**src/rtl/core/ndp_pkg.sv**
```systemverilog
// ndp_pkg: types, phase codes and constants for the nit delivery descriptor parser
// depends on nothing; imported by nit_delivery_descriptor_parser
package ndp_pkg;

    // default section length limit in bytes
    localparam int MAX_SECTION_BYTES_DEF = 1024;

    // section header byte offsets, counted from table_id
    localparam int OFS_NET_HI = 3;
    localparam int OFS_NET_LO = 4;
    localparam int OFS_NLL_HI = 8;
    localparam int OFS_NLL_LO = 9;

    // descriptor tags
    localparam logic [7:0] TAG_NET_NAME  = 8'h40;
    localparam logic [7:0] TAG_SATELLITE = 8'h43;
    localparam logic [7:0] TAG_CABLE     = 8'h44;

    // delivery descriptor body length and index of the last stream entry header byte
    localparam int BODY_LEN      = 11;
    localparam int ENT_HDR_LAST  = 5;

    // result kinds
    localparam logic [1:0] KIND_CABLE     = 2'd0;
    localparam logic [1:0] KIND_SATELLITE = 2'd1;
    localparam logic [1:0] KIND_NAME_CHAR = 2'd2;

    // parser phase, one-hot
    typedef enum logic [11:0] {
        PH_IDLE     = 12'b0000_0000_0001,
        PH_HEADER   = 12'b0000_0000_0010,
        PH_NET_TAG  = 12'b0000_0000_0100,
        PH_NET_LEN  = 12'b0000_0000_1000,
        PH_NET_BODY = 12'b0000_0001_0000,
        PH_TSL_HI   = 12'b0000_0010_0000,
        PH_TSL_LO   = 12'b0000_0100_0000,
        PH_ENT_HDR  = 12'b0000_1000_0000,
        PH_ST_TAG   = 12'b0001_0000_0000,
        PH_ST_LEN   = 12'b0010_0000_0000,
        PH_ST_BODY  = 12'b0100_0000_0000,
        PH_DONE     = 12'b1000_0000_0000
    } phase_t;

endpackage

```
**src/rtl/core/nit_delivery_descriptor_parser.sv**
```systemverilog
// nit_delivery_descriptor_parser: byte-wide NIT section walker that emits network name
// characters and cable / satellite delivery entries; depends on ndp_pkg
//
// The block takes one NIT section byte per transfer, starting at table_id (first_byte
// high), and can take a new byte in every cycle. A byte is taken into the input register;
// the parse stage then updates the loop counters and loads the output register, which
// presents the result for that byte. Throughput is one byte per cycle while the output
// side keeps up; a stalled output holds both stages.
// Bytes before any table_id, past the transport stream loop, or at offset
// MAX_SECTION_BYTES and beyond give no result. A delivery entry is produced on the
// eleventh body byte of a 0x43 or 0x44 descriptor; extra body bytes are skipped and
// shorter descriptors produce nothing.
module nit_delivery_descriptor_parser #(
    parameter int MAX_SECTION_BYTES = ndp_pkg::MAX_SECTION_BYTES_DEF
) (
    input  logic        clk,
    input  logic        rst_n,
    input  logic        in_valid,
    output logic        in_ready,
    input  logic [7:0]  section_byte,
    input  logic        first_byte,
    output logic        out_valid,
    input  logic        out_ready,
    output logic [1:0]  entry_kind,
    output logic [15:0] network_id,
    output logic [15:0] stream_id,
    output logic [15:0] origin_network,
    output logic [31:0] frequency_bcd,
    output logic [15:0] orbit_bcd,
    output logic [7:0]  mode_byte,
    output logic [27:0] rate_bcd,
    output logic [3:0]  inner_fec,
    output logic [3:0]  outer_fec,
    output logic [6:0]  name_char
);
    import ndp_pkg::*;

    localparam int OFS_W = $clog2(MAX_SECTION_BYTES + 1);
    localparam logic [OFS_W-1:0] OFS_MAX = OFS_W'(MAX_SECTION_BYTES);
    localparam logic [3:0] CAP_LAST = 4'(BODY_LEN - 1);

    // input register
    logic       s1_valid_reg;
    logic [7:0] s1_byte_reg;
    logic       s1_first_reg;

    // parser state
    phase_t           phase_reg, phase_next;
    logic [OFS_W-1:0] offset_reg, offset_next;
    logic [11:0]      net_left_reg, net_left_next;
    logic [11:0]      sl_left_reg, sl_left_next;
    logic [11:0]      sd_left_reg, sd_left_next;
    logic [7:0]       desc_left_reg, desc_left_next;
    logic [7:0]       desc_tag_reg, desc_tag_next;
    logic [79:0]      cap_reg, cap_next;
    logic [3:0]       cap_cnt_reg, cap_cnt_next;
    logic [15:0]      held_net_reg, held_net_next;
    logic [15:0]      held_st_reg, held_st_next;
    logic [15:0]      held_org_reg, held_org_next;

    // result
    logic        emit;
    logic [1:0]  kind_c;
    logic [31:0] freq_c;
    logic [15:0] orbit_c, st_c, org_c;
    logic [7:0]  mode_c;
    logic [27:0] rate_c;
    logic [3:0]  inner_c, outer_c;
    logic [6:0]  char_c;

    logic        advance;
    logic        work;
    logic [7:0]  b;
    logic [11:0] net_dec, sl_dec, sd_dec;
    logic [7:0]  desc_dec;

    // pipeline flow: parse stage moves when the output register is free or being drained
    assign advance  = !out_valid || out_ready;
    assign in_ready = !s1_valid_reg || advance;
    assign work     = s1_valid_reg && advance;
    assign b        = s1_byte_reg;

    assign net_dec  = net_left_reg - 12'd1;
    assign sl_dec   = sl_left_reg - 12'd1;
    assign sd_dec   = sd_left_reg - 12'd1;
    assign desc_dec = desc_left_reg - 8'd1;

    // input register
    always_ff @(posedge clk or negedge rst_n)
    begin
        if (!rst_n)
        begin
            s1_valid_reg <= 1'b0;
            s1_byte_reg  <= '0;
            s1_first_reg <= 1'b0;
        end
        else if (in_ready)
        begin
            s1_valid_reg <= in_valid;
            s1_byte_reg  <= section_byte;
            s1_first_reg <= first_byte;
        end
    end

    // parse one byte
    always_comb
    begin
        phase_next     = phase_reg;
        offset_next    = offset_reg;
        net_left_next  = net_left_reg;
        sl_left_next   = sl_left_reg;
        sd_left_next   = sd_left_reg;
        desc_left_next = desc_left_reg;
        desc_tag_next  = desc_tag_reg;
        cap_next       = cap_reg;
        cap_cnt_next   = cap_cnt_reg;
        held_net_next  = held_net_reg;
        held_st_next   = held_st_reg;
        held_org_next  = held_org_reg;
        emit           = 1'b0;
        kind_c         = KIND_CABLE;
        freq_c         = '0;
        orbit_c        = '0;
        st_c           = '0;
        org_c          = '0;
        mode_c         = '0;
        rate_c         = '0;
        inner_c        = '0;
        outer_c        = '0;
        char_c         = '0;

        if (work && s1_first_reg)
        begin
            // table_id restarts the section from scratch
            phase_next     = PH_HEADER;
            offset_next    = OFS_W'(1);
            net_left_next  = '0;
            sl_left_next   = '0;
            sd_left_next   = '0;
            desc_left_next = '0;
            desc_tag_next  = '0;
            cap_next       = '0;
            cap_cnt_next   = '0;
            held_net_next  = '0;
            held_st_next   = '0;
            held_org_next  = '0;
        end
        else if (work && phase_reg != PH_IDLE && phase_reg != PH_DONE)
        begin
            if (offset_reg >= OFS_MAX)
            begin
                // section too long
                phase_next = PH_DONE;
            end
            else
            begin
                offset_next = offset_reg + OFS_W'(1);
                unique case (phase_reg)
                    PH_HEADER:
                    begin
                        if (offset_reg == OFS_W'(OFS_NET_HI))
                            held_net_next = {b, 8'h00};
                        else if (offset_reg == OFS_W'(OFS_NET_LO))
                            held_net_next = held_net_reg | {8'h00, b};
                        else if (offset_reg == OFS_W'(OFS_NLL_HI))
                            net_left_next = {b[3:0], 8'h00};
                        else if (offset_reg == OFS_W'(OFS_NLL_LO))
                        begin
                            net_left_next = net_left_reg | {4'h0, b};
                            phase_next = ((net_left_reg | {4'h0, b}) == 12'd0) ?
                                         PH_TSL_HI : PH_NET_TAG;
                        end
                    end
                    PH_NET_TAG:
                    begin
                        desc_tag_next = b;
                        net_left_next = net_dec;
                        phase_next    = (net_dec == 12'd0) ? PH_TSL_HI : PH_NET_LEN;
                    end
                    PH_NET_LEN:
                    begin
                        desc_left_next = b;
                        net_left_next  = net_dec;
                        if (net_dec == 12'd0)
                            phase_next = PH_TSL_HI;
                        else if (b == 8'd0)
                            phase_next = PH_NET_TAG;
                        else
                            phase_next = PH_NET_BODY;
                    end
                    PH_NET_BODY:
                    begin
                        desc_left_next = desc_dec;
                        net_left_next  = net_dec;
                        // network name character, nul and high-bit bytes dropped
                        if (desc_tag_reg == TAG_NET_NAME && b != 8'd0 && !b[7])
                        begin
                            emit   = 1'b1;
                            kind_c = KIND_NAME_CHAR;
                            char_c = b[6:0];
                        end
                        if (net_dec == 12'd0)
                            phase_next = PH_TSL_HI;
                        else if (desc_dec == 8'd0)
                            phase_next = PH_NET_TAG;
                        else
                            phase_next = PH_NET_BODY;
                    end
                    PH_TSL_HI:
                    begin
                        sl_left_next = {b[3:0], 8'h00};
                        phase_next   = PH_TSL_LO;
                    end
                    PH_TSL_LO:
                    begin
                        sl_left_next = sl_left_reg | {4'h0, b};
                        if ((sl_left_reg | {4'h0, b}) == 12'd0)
                            phase_next = PH_DONE;
                        else
                        begin
                            phase_next     = PH_ENT_HDR;
                            desc_left_next = '0;
                        end
                    end
                    PH_ENT_HDR:
                    begin
                        // six-byte stream entry header, desc_left counts its bytes
                        sl_left_next = sl_dec;
                        case (desc_left_reg)
                            8'd0:    held_st_next  = {b, 8'h00};
                            8'd1:    held_st_next  = held_st_reg | {8'h00, b};
                            8'd2:    held_org_next = {b, 8'h00};
                            8'd3:    held_org_next = held_org_reg | {8'h00, b};
                            8'd4:    sd_left_next  = {b[3:0], 8'h00};
                            default: sd_left_next  = sd_left_reg | {4'h0, b};
                        endcase
                        if (sl_dec == 12'd0)
                            phase_next = PH_DONE;
                        else if (desc_left_reg >= 8'(ENT_HDR_LAST))
                        begin
                            desc_left_next = '0;
                            phase_next = ((sd_left_reg | {4'h0, b}) == 12'd0) ?
                                         PH_ENT_HDR : PH_ST_TAG;
                        end
                        else
                            desc_left_next = desc_left_reg + 8'd1;
                    end
                    PH_ST_TAG:
                    begin
                        desc_tag_next = b;
                        cap_cnt_next  = '0;
                        sl_left_next  = sl_dec;
                        sd_left_next  = sd_dec;
                        if (sl_dec == 12'd0)
                            phase_next = PH_DONE;
                        else if (sd_dec == 12'd0)
                        begin
                            phase_next     = PH_ENT_HDR;
                            desc_left_next = '0;
                        end
                        else
                            phase_next = PH_ST_LEN;
                    end
                    PH_ST_LEN:
                    begin
                        desc_left_next = b;
                        sl_left_next   = sl_dec;
                        sd_left_next   = sd_dec;
                        if (sl_dec == 12'd0)
                            phase_next = PH_DONE;
                        else if (sd_dec == 12'd0)
                        begin
                            phase_next     = PH_ENT_HDR;
                            desc_left_next = '0;
                        end
                        else if (b == 8'd0)
                            phase_next = PH_ST_TAG;
                        else
                            phase_next = PH_ST_BODY;
                    end
                    PH_ST_BODY:
                    begin
                        desc_left_next = desc_dec;
                        sl_left_next   = sl_dec;
                        sd_left_next   = sd_dec;
                        // capture body bytes; the eleventh completes a delivery entry
                        if (cap_cnt_reg < 4'(BODY_LEN))
                        begin
                            cap_next     = {cap_reg[71:0], b};
                            cap_cnt_next = cap_cnt_reg + 4'd1;
                            if (cap_cnt_reg == CAP_LAST &&
                                (desc_tag_reg == TAG_SATELLITE || desc_tag_reg == TAG_CABLE))
                            begin
                                emit    = 1'b1;
                                st_c    = held_st_reg;
                                org_c   = held_org_reg;
                                freq_c  = cap_reg[79:48];
                                mode_c  = cap_reg[31:24];
                                rate_c  = {cap_reg[23:0], b[7:4]};
                                inner_c = b[3:0];
                                if (desc_tag_reg == TAG_SATELLITE)
                                begin
                                    kind_c  = KIND_SATELLITE;
                                    orbit_c = cap_reg[47:32];
                                end
                                else
                                begin
                                    kind_c  = KIND_CABLE;
                                    outer_c = cap_reg[35:32];
                                end
                            end
                        end
                        if (sl_dec == 12'd0)
                            phase_next = PH_DONE;
                        else if (sd_dec == 12'd0)
                        begin
                            phase_next     = PH_ENT_HDR;
                            desc_left_next = '0;
                        end
                        else if (desc_dec == 8'd0)
                            phase_next = PH_ST_TAG;
                        else
                            phase_next = PH_ST_BODY;
                    end
                    default:
                    begin
                        phase_next = phase_reg;
                    end
                endcase
            end
        end
    end

    // parser state registers
    always_ff @(posedge clk or negedge rst_n)
    begin
        if (!rst_n)
        begin
            phase_reg     <= PH_IDLE;
            offset_reg    <= '0;
            net_left_reg  <= '0;
            sl_left_reg   <= '0;
            sd_left_reg   <= '0;
            desc_left_reg <= '0;
            desc_tag_reg  <= '0;
            cap_reg       <= '0;
            cap_cnt_reg   <= '0;
            held_net_reg  <= '0;
            held_st_reg   <= '0;
            held_org_reg  <= '0;
        end
        else
        begin
            phase_reg     <= phase_next;
            offset_reg    <= offset_next;
            net_left_reg  <= net_left_next;
            sl_left_reg   <= sl_left_next;
            sd_left_reg   <= sd_left_next;
            desc_left_reg <= desc_left_next;
            desc_tag_reg  <= desc_tag_next;
            cap_reg       <= cap_next;
            cap_cnt_reg   <= cap_cnt_next;
            held_net_reg  <= held_net_next;
            held_st_reg   <= held_st_next;
            held_org_reg  <= held_org_next;
        end
    end

    // output register
    always_ff @(posedge clk or negedge rst_n)
    begin
        if (!rst_n)
            out_valid <= 1'b0;
        else if (advance)
            out_valid <= work && emit;
    end

    always_ff @(posedge clk)
    begin
        if (work && emit)
        begin
            entry_kind     <= kind_c;
            network_id     <= held_net_reg;
            stream_id      <= st_c;
            origin_network <= org_c;
            frequency_bcd  <= freq_c;
            orbit_bcd      <= orbit_c;
            mode_byte      <= mode_c;
            rate_bcd       <= rate_c;
            inner_fec      <= inner_c;
            outer_fec      <= outer_c;
            name_char      <= char_c;
        end
    end

    // capture count never runs past the body length
    assert property (@(posedge clk) disable iff (!rst_n)
        cap_cnt_reg <= 4'(BODY_LEN))
        else $error("capture count beyond body length");

    // byte offset stops at the section limit
    assert property (@(posedge clk) disable iff (!rst_n)
        offset_reg <= OFS_MAX)
        else $error("byte offset beyond section limit");

    // a table_id transfer leaves the parser in the header phase
    assert property (@(posedge clk) disable iff (!rst_n)
        (work && s1_first_reg) |=> (phase_reg == PH_HEADER && offset_reg == OFS_W'(1)))
        else $error("table_id did not restart the section");

    // a result never carries an unused kind code
    assert property (@(posedge clk) disable iff (!rst_n)
        out_valid |-> (entry_kind == KIND_CABLE || entry_kind == KIND_SATELLITE ||
                       entry_kind == KIND_NAME_CHAR))
        else $error("bad entry kind");

    // a name character result leaves the delivery fields clear
    assert property (@(posedge clk) disable iff (!rst_n)
        (out_valid && entry_kind == KIND_NAME_CHAR) |->
            (stream_id == 16'd0 && frequency_bcd == 32'd0 && rate_bcd == 28'd0))
        else $error("name character with delivery fields");

endmodule
```
**config.mk**
```make
export PLATFORM = sky130hd
export DESIGN_NAME = nit_delivery_descriptor_parser
export DESIGN_NICKNAME = d
export VERILOG_FILES = /design/src/rtl/core/ndp_pkg.sv /design/src/rtl/core/nit_delivery_descriptor_parser.sv
export SDC_FILE = /design/constraint.sdc
export NUM_CORES = 1
export LEC_CHECK = 0
export BUFFER_PORTS_ARGS = -buffer_cell sky130_fd_sc_hd__buf_2
export CELL_PAD_IN_SITES_DETAIL_PLACEMENT = 1
export CELL_PAD_IN_SITES_GLOBAL_PLACEMENT = 1
export CORE_MARGIN = 2
export CORE_UTILIZATION = 45
export DETAILED_ROUTE_END_ITERATION = 8
export PLACE_DENSITY_LB_ADDON = 0.15
export SETUP_SLACK_MARGIN = 0.15
export SLEW_MARGIN = 20
export SYNTH_ARGS = -nofsm -noshare
export SYNTH_HDL_FRONTEND = slang
export SYNTH_SLANG_ARGS = --single-unit
```
**constraint.sdc**
```tcl
create_clock -name clk -period 11.9 [get_ports clk]
set_input_delay 1.19 -clock clk [delete_from_list [all_inputs] [get_ports clk]]
set_output_delay 1.19 -clock clk [all_outputs]
set_load 0.01 [all_outputs]
```
---- Word-level counts from Yosys, hierarchy flattened ----
Index checks and enable logic that the tools add are counted.
word-level totals
  output and inout bits ................... 151
  bits of input ports ..................... 13
  flip-flop bits (word level) ............. 367
  logic and storage cells ................. 251
cells by class
  bitwise operators ....................... 13
  reductions and logical operators ........ 61
  add/sub/neg operators ................... 7
  equal/unequal tests ..................... 39
  order comparisons ....................... 3
  mux-type cells .......................... 101
operators by type and width
  kind                                                                  count
  80-bit 2-to-1 mux                                                     5
  12-bit 2-to-1 mux                                                     26
  16-bit 2-to-1 mux                                                     14
  8-bit 2-to-1 mux                                                      16
  12-bit case mux with 10 select lines                                  1
  11-bit 2-to-1 mux                                                     7
  12-bit zero test                                                      6
  12-bit case mux with 2 select lines                                   3
  16-bit case mux with 2 select lines                                   2
  8-bit case mux with 7 select lines                                    1
  16-bit by 8-bit OR with 16-bit output                                 3
  12-bit by 8-bit OR with 12-bit output                                 3
  12-bit case mux with 3 select lines                                   1
  12-bit by 1-bit subtractor with 12-bit output, second input constant  3
  8-bit by 7-bit == test with 1-bit output, second input constant       3
  8-bit zero test                                                       3
  6-bit 2-to-1 mux                                                      4
  3-bit != test, second input constant                                  8
  4-bit AND reduction                                                   6
  11-bit by 4-bit == test with 1-bit output, second input constant      2
  4-bit != test, second input constant                                  5
  3-bit nonzero test                                                    6
  8-bit by 2-bit == test with 1-bit output, second input constant       2
  4-bit 2-to-1 mux                                                      4
  52 further kinds                                                      90

---- Longest topological paths before layout ----
Gate-level depths: netlist of run 1.
  word-level depth ........................ 11
  depth in mapped cells ................... 12
  mapped depth without buffers ............ 9

---- Least setup slack after synthesis of run 1 ----
Ideal clock, no wire load.
  kind .................................... input to register
  start point ............................. in out_ready
  end point ............................... reg out_valid
  arrival ................................. 10.302 ns
  slack ................................... 1.486 ns
  library setup time ...................... 0.111 ns
  buffers on the path ..................... 3
  stages on the path ...................... 9
  required time ........................... 11.789 ns
  cells stage by stage .................... nand2b_1 -> nand3_1 -> nand2b_1 -> clkbuf_1 -> or2_1 -> clkbuf_1 -> buf_2 -> a21oi_1 -> or2_2
on the way
  word-level cells in the longest chain between the ends .. 7
  elaborated cells between the ends (all ways) .. 8
  classes of those cells .................. mux (2); reduce/logical (6)
ends and longest elaborated chain
  element                          RTL line                               text
  start: declaration               nit_delivery_descriptor_parser.sv:23   input logic out_ready,
  1-bit logical OR (*)             nit_delivery_descriptor_parser.sv:78   assign advance = !out_valid || out_ready;
  1-bit logical AND                nit_delivery_descriptor_parser.sv:80   assign work = s1_valid_reg && advance;
  1-bit logical AND (2 in series)  nit_delivery_descriptor_parser.sv:148  else if (work && phase_reg != PH_IDLE && phase_reg != PH_DONE)
  1-bit 2-to-1 mux                 nit_delivery_descriptor_parser.sv:148
  1-bit 2-to-1 mux                 nit_delivery_descriptor_parser.sv:132  if (work && s1_first_reg)
  1-bit logical AND                nit_delivery_descriptor_parser.sv:375  out_valid <= work && emit;
  end signal: assignment           nit_delivery_descriptor_parser.sv:375
  end: declaration                 nit_delivery_descriptor_parser.sv:22   output logic out_valid,
Every way passes the cells marked *; elsewhere a longest branch is shown, timed or not.
A chain may end at the register's enable or synchronous reset.

---- Worst setup path after layout of run 1 ----
  start point ............................. reg phase_reg[1]
  end point ............................... reg origin_network[11], enable pin
on the way
  word-level cells in the longest chain between the ends .. 6
  elaborated cells between the ends (all ways) .. 11
  classes of those cells .................. eq/ne (4); mux (4); reduce/logical (3)
ends and longest elaborated chain
  element                                                                         RTL line                                                                      text
  start: declaration                                                              nit_delivery_descriptor_parser.sv:48                                          phase_t phase_reg, phase_next;
  start signal: assignment                                                        nit_delivery_descriptor_parser.sv:354                                         phase_reg <= phase_next;
  12-bit by 11-bit == test with 1-bit output (tied with other cells)              nit_delivery_descriptor_parser.sv:158                                         unique case (phase_reg)
  1-bit case mux with 2 select lines / 1-bit logical AND (equally long branches)  nit_delivery_descriptor_parser.sv:158, nit_delivery_descriptor_parser.sv:148
  1-bit 2-to-1 mux / 1-bit logical AND (equally long branches)                    nit_delivery_descriptor_parser.sv:150, nit_delivery_descriptor_parser.sv:148
  1-bit 2-to-1 mux (*)                                                            nit_delivery_descriptor_parser.sv:148
  1-bit 2-to-1 mux (*)                                                            nit_delivery_descriptor_parser.sv:132
  1-bit logical AND (*)                                                           nit_delivery_descriptor_parser.sv:380                                         if (work && emit)
  end signal: assignment                                                          nit_delivery_descriptor_parser.sv:385                                         origin_network <= org_c;
  end: declaration                                                                nit_delivery_descriptor_parser.sv:27                                          output logic [15:0] origin_network,
Marks and branches as above.

==> impl_metrics.yaml, run 1 <==
synthesis:
  synth_warnings: 0
  avgSynthCellArea_sq_um: 11.31
  synth_fa_ha_area_share_pct: 1.181
  synthSimpleGateAreaFrac_pct: 17.70
  synth.area.mux_share_pct: 1.838
  synth_area_sq_um: 16960
  synth_top_flop_cell: "dfrtp_1"
  synth_seq_cells: 367
  ys_seq_area_share_pct: 58.57
  synth_top_family_by_area: "simple AND/OR/NAND/NOR gates"
  synth_compound_area_share_pct: 15.62
  syn_nets: 1528
  synth_cells: 1499
  synth_edf_count: 149
  ys_types: 83
  synth_xor_area_share_pct: 1.291
  synth-async-reset-ratio_pct: 59.40
final_layout:
  drive_above_1_share_pct: 18.25
  fin_nets: 1636
  fillers: 3985
  largest_reg_flops: 80
  syn2layout_area_growth_pct: 14.64
timing:
  finalSetupTns_ns: 0
  skew_ns: 0.01705
  maxSlewViolCount: 0
  setup_viol_count_final: 0
  timing.final.crit_share_pct: 42.40
  rsz0062_at_grt: "false"
  tightestPinTransition_ns: 1.162
  fmax_mhz: 198.2
  max_slew_margin_pct: 21.82
  min_period_ns: 5.046
  hold_viol_final: 0
global_route:
  grt_pass1_wl_microns: 76730
  track_usage_pct: 25.24
  grt_pass1_vias: 13020
  antenna_found_initial: 1
  grt_max_degree: 109
  overflow: 0
setup_path:
  reg2reg_slack_ns: 6.85
  endpoint_kind: "flop"
  cp_max_fo: 104
  crit_start: "phase_reg[1]"
  cp_data_required_time_ns: 12.05
  critical_path_arrival_ns: 5.20
  path_class: "reg -> reg"
  r2r-start: "phase_reg[1]"
  worstRegToRegCells: 9
  start_kind: "flop"
  endpoint: "origin_network[11]"
  timing.rr.end: "origin_network[11]"
cts:
  clockBufferDepth: 3
  htree_levels: 2
  cts_tree: "built"
  cts_sinks: 367
  postCtsSetupBuffers: 0
  cts_root_buf: "clkbuf_16"
  clk_pin_slew_worst_paths_ns: 0.06
  hold_buffers: 0
  insertion_delay_ns: 0.54
  numCtsBuffers: 40
  cts_resized: 0
detailed_routing:
  drtAntennaViolNets: 0
  dr_total_vias: 12834
  routed_wl_microns: 49690
  drc_errors: 0
  routedWlPerCell_microns: 23.11
  drt_iter0_drc: 827
  first_pass_iters: 5
  vias_per_cell: 5.969
floorplan:
  die_w_microns: 198.1
  ios: 164
  die_h_microns: 198.1
  rows: 71
  core_sq_um: 37400
  initial_utilization_pct: 45.33
  die_area_sq_um: 39250
place:
  hpwl_microns: 32480
  io_buffers: 163
  finalWeightedCongestion: 0.8768
power_and_ir_drop:
  pwr-share-clk_pct: 37.6
  switching_share_pct: 29.68
  totalPowerFinal_w: 0.003325
  vdd_ir_drop_max_v: 0.0001301
  p_comb_share_pct: 17.3
  p_seq_share_pct: 45.1
  p_sw_w: 0.0009868
  power.density_nw_per_um2: 171.1
  p_leak_nw: 7.908
  internal_power_w: 0.002338
worst_hold_path:
  hp-class: "reg -> reg"
run:
  drv_cap: 0
run_status:
  status: "completed"
==> cell type report <==
class	instances	area [sq um]	area share [%]
tap	511	639.4	3.289
timing repair buffer	187	1006	5.175
multi-input combinational	974	6411	32.98
clock buffer	56	1101	5.665
antenna	1	2.502	0.01287
sequential	367	9931	51.09
inverter	37	138.9	0.7145
clock inverter	17	207.7	1.069
==> worst min-delay path by stage <==
stage,from,endpoint,cells after the start
after global routing,held_net_reg[13],network_id[13],0
final,held_net_reg[7],network_id[7],0
after floorplan,held_net_reg[10],network_id[10],0
after CTS,held_net_reg[13],network_id[13],0
after global placement,held_net_reg[9],network_id[9],0
after detailed placement,held_net_reg[13],network_id[13],0
==> cells in the final DEF (no fill, tap or decap), drive strengths merged, types with 5 or more instances in the layout <==
| cell type | Yosys | layout |
|---|---|---|
| nand3 | 31 | 31 |
| and3 | 128 | 128 |
| xor2 | 14 | 14 |
| nand2b | 13 | 13 |
| edfxtp | 149 | 149 |
| inv | 37 | 39 |
| nor4 | 37 | 37 |
| clkbuf | 85 | 56 |
| mux2 | 17 | 17 |
| a21o | 6 | 6 |
| or4b | 6 | 6 |
| a21oi | 71 | 71 |
| buf | 36 | 187 |
| nor4b | 8 | 8 |
| mux2i | 12 | 12 |
| nor3b | 5 | 5 |
| a221oi | 6 | 6 |
| o21ai | 80 | 80 |
| or2 | 8 | 8 |
| xnor2 | 11 | 11 |
| clkinv | 0 | 9 |
| nor2 | 99 | 99 |
| and2 | 17 | 17 |
| o21a | 14 | 14 |
| o22ai | 5 | 5 |
| nor3 | 42 | 42 |
| ha | 16 | 16 |
| nand4 | 16 | 16 |
| or4 | 14 | 14 |
| a31oi | 7 | 7 |
| dfrtp | 217 | 217 |
| or3 | 18 | 18 |
| a211oi | 17 | 17 |
| nand2 | 72 | 72 |
| nand4b | 5 | 5 |
| a22o | 108 | 108 |
| a22oi | 10 | 10 |
| o31ai | 8 | 8 |
==> layer usage <==
layer | up-vias | GRT usage, % | part of all wire (%)
li1 | 5834 | - | -
met1 | 6588 | 34.02 | 44
met2 | 334 | 42.21 | 48
met3 | 78 | 3.866 | 4.9
met4 | 0 | 7.547 | 2.7
met5 | - | 0 | 0
==> synthesized netlist by cell type (9+ instances only) <==
cell | count | area, sq um
dfrtp_1 | 217 | 5430
and3_1 | 128 | 800.8
xor2_1 | 14 | 122.6
nor4_1 | 30 | 187.7
o21ai_0 | 74 | 370.4
nand4_1 | 16 | 100.1
nor3_1 | 38 | 190.2
a21oi_1 | 71 | 355.3
nor2_1 | 96 | 360.4
mux2_2 | 12 | 135.1
xnor2_1 | 11 | 96.34
nand3_1 | 31 | 155.2
mux2i_1 | 12 | 120.1
and2_1 | 17 | 106.4
clkbuf_1 | 84 | 315.3
a22oi_1 | 9 | 67.56
ha_1 | 16 | 200.2
nand2b_1 | 13 | 81.33
o21a_1 | 13 | 97.59
inv_1 | 36 | 135.1
edfxtp_1 | 149 | 4474
or4_1 | 14 | 105.1
nand2_1 | 72 | 270.3
a22o_1 | 108 | 945.9
buf_2 | 29 | 145.1
or3_1 | 18 | 112.6
a211oi_1 | 16 | 120.1
==> kinds of logic (layout without fill, tap and decap cells) <==
logic type | Yosys count | count (layout)
flip-flops | 367 | 367
XOR/XNOR | 25 | 25
multiplexers | 29 | 29
AND/OR/NAND/NOR | 530 | 530
adder cells (fa/ha/maj) | 16 | 16
buffers and inverters | 158 | 297
AO/OA/AOI/OAI | 374 | 374
other | 0 | 1
==> power by group through the flow <==
stage	Sequential (W)	Combinational, W	Clock, W
after floorplan	0.00146	0.000463	0
after global placement	0.00152	0.000553	0
after detailed placement	0.00152	0.000568	0
after CTS	0.00150	0.000573	0.00127
after global routing	0.00151	0.000640	0.00132
final	0.00150	0.000575	0.00125
==> metrics by stage <==
| stage | utilization [%] | area, sq um | std cells | setup WS (ns) | hold WS (ns) |
|---|---|---|---|---|---|
| 2_1_floorplan | - | 16960 | 1499 | 1.486 | 0.4242 |
| 3_3_place_gp | 48.47 | 18130 | 2076 | 6.988 | 0.4340 |
| 3_5_place_dp | 48.47 | 18130 | 2076 | 6.818 | 0.4360 |
| 4_1_cts | 51.97 | 19430 | 2149 | 6.792 | 0.4535 |
| 5_1_grt | 51.97 | 19430 | 2149 | 6.474 | 0.4573 |
| 6_report | 51.97 | 19440 | 2150 | 6.854 | 0.4556 |
==> critical path: stages, from the launching register on <==
cell,delay [ns]
dfrtp_1,0.47
or4_1,0.76
nor4_4,0.48
nand4b_1,0.23
nor4_4,0.25
buf_4,0.71
inv_2,0.17
a21oi_4,0.20
buf_4,0.43
buf_4,0.83
No activity file was read; power rests on OpenSTA's default activity.
==> run 2, diff against run 1 <==
CORE_UTILIZATION = 43   (was 45)
clock period = 4.5 ns   (was 11.9 ns; I/O delays follow)
==> run 2 against run 1 <==
Against the previous run: critical path type unchanged; largest power group unchanged; setup slack got worse by 6.0 ns; hold slack lost 0.38 ns; critical path depth shrank 3.
==> impl_metrics.yaml, run 2 (synthesized netlist as in run 1, its figures left out) <==
setup_path:
  cp_data_required_time_ns: 4.73
  cp_max_fo: 61
  path_class: "reg -> reg"
  start_kind: "flop"
  critical_path_arrival_ns: 3.89
  endpoint_kind: "flop"
timing:
  setup_viol_count_final: 0
  maxSlewViolCount: 0
  tightestPinTransition_ns: 1.046
  hold_viol_final: 0
  skew_ns: 0.009073
  fmax_mhz: 273.2
  min_period_ns: 3.660
  max_slew_margin_pct: 29.74
  hold_slack_ns: 0.07705
  rsz0062_at_grt: "false"
  timing.final.crit_share_pct: 81.33
run:
  drv_cap: 0
floorplan:
  ios: 164
  initial_utilization_pct: 43.67
  die_h_microns: 202.6
  rows: 72
  core_sq_um: 38830
  die_area_sq_um: 41030
  die_w_microns: 202.6
final_layout:
  largest_reg_flops: 80
  fillers: 4149
  finish.instance_area_sq_um: 19710
  final_cell_mix: "217 x dfrtp_1, 162 x buf_2, 149 x edfxtp_1, 127 x and3_1, 108 x a22o_1"
  fin_nets: 1649
  layout_commonest_cell: "dfrtp_1"
  drive_above_1_share_pct: 19.30
  num_antenna_cells: 0
  syn2layout_area_growth_pct: 16.25
  multi_input_area_sq_um: 6420
  ff_latch_area_sq_um: 9931
power_and_ir_drop:
  vdd_ir_drop_max_v: 0.0002409
  power.density_nw_per_um2: 454.6
  p_leak_nw: 8.055
global_route:
  grt_pass1_vias: 13152
  grt_max_degree: 109
  antenna_found_initial: 1
  track_usage_pct: 24.29
  overflow: 0
  grt_pass1_wl_microns: 78000
cts:
  numCtsBuffers: 41
  insertion_delay_ns: 0.56
  cts_root_buf: "clkbuf_16"
  cts_sinks: 367
  htree_levels: 2
  clockBufferDepth: 3
  clk_pin_slew_worst_paths_ns: 0.06
  cts_resized: 0
  cts_tree: "built"
detailed_routing:
  drc_errors: 0
  drt_iter0_drc: 910
  routed_wl_microns: 49480
  first_pass_iters: 5
  vias_per_cell: 5.889
  drtAntennaViolNets: 0
  dr_total_vias: 12785
  routedWlPerCell_microns: 22.79
worst_hold_path:
  hp-class: "in -> reg"
place:
  finalWeightedCongestion: 0.9058
  io_buffers: 163
  placed_cell_area_sq_um: 18300
  hpwl_microns: 32540
run_status:
  status: "completed"
-- run 2: final timing paths --
kind	depth (start not counted)	slack (ns)	startpoint	end
hold reg to reg	0	0.45	held_net_reg[1]	network_id[1]
max in group asynchronous	3	2.96	rst_n	held_net_reg[0]
min in group asynchronous	2	0.42	rst_n	net_left_reg[0]
hold / removal	2	0.08	in_valid	s1_valid_reg
setup / recovery	6	0.84	phase_reg[9]	frequency_bcd[21]
setup reg to reg	6	0.84	phase_reg[9]	frequency_bcd[21]
-- run 2: cell type report --
type,instances,area share [%]
Clock buffer,55,5.935
Sequential cell,367,50.38
Inverter,37,0.7046
Multi-Input combinational cell,974,32.57
Clock inverter,21,1.162
Timing Repair Buffer,199,5.954
Tap cell,518,3.288
-- run 2: critical path, cell delays in order, from the launching register on --
cell,delay [ns]
dfrtp_1,0.56
or4_1,0.73
or3_1,0.52
nor4_4,0.40
nand4_1,0.34
a21oi_4,0.41
buf_12,0.33
-- run 2: what timing repair did --
item,CTS,global route
hold buffers,1,0
buffers inserted,0,0
hold endpoints to repair,63,0
-- run 2: report_power, final --
group / internal, W / switching [W]
Combinational: 0.000572 / 0.000972
Clock: 0.00207 / 0.00139
Sequential: 0.00368 / 0.000280
Total: 0.00632 / 0.00264
-- run 2: per-stage QoR --
step | instances | total power, W | setup TNS [ns] | setup WS, ns | util, %
2_1_floorplan | 1499 | 0.005089 | -73.61 | -0.4909 | -
3_3_place_gp | 2094 | 0.005498 | 0 | 1.036 | 47.14
6_report | 2171 | 0.008959 | 0 | 0.8399 | 50.76
5_1_grt | 2171 | 0.009374 | 0 | 0.6562 | 50.76
3_5_place_dp | 2094 | 0.005558 | 0 | 0.9126 | 47.14
4_1_cts | 2171 | 0.009029 | 0 | 0.8900 | 50.76
-- run 2: metal layers --
metal  track usage [%]  wire [microns]
met2             40.02           23670
met3             4.382            2485
met5                 0               0
met1             33.22           22280
met4             6.517            1043
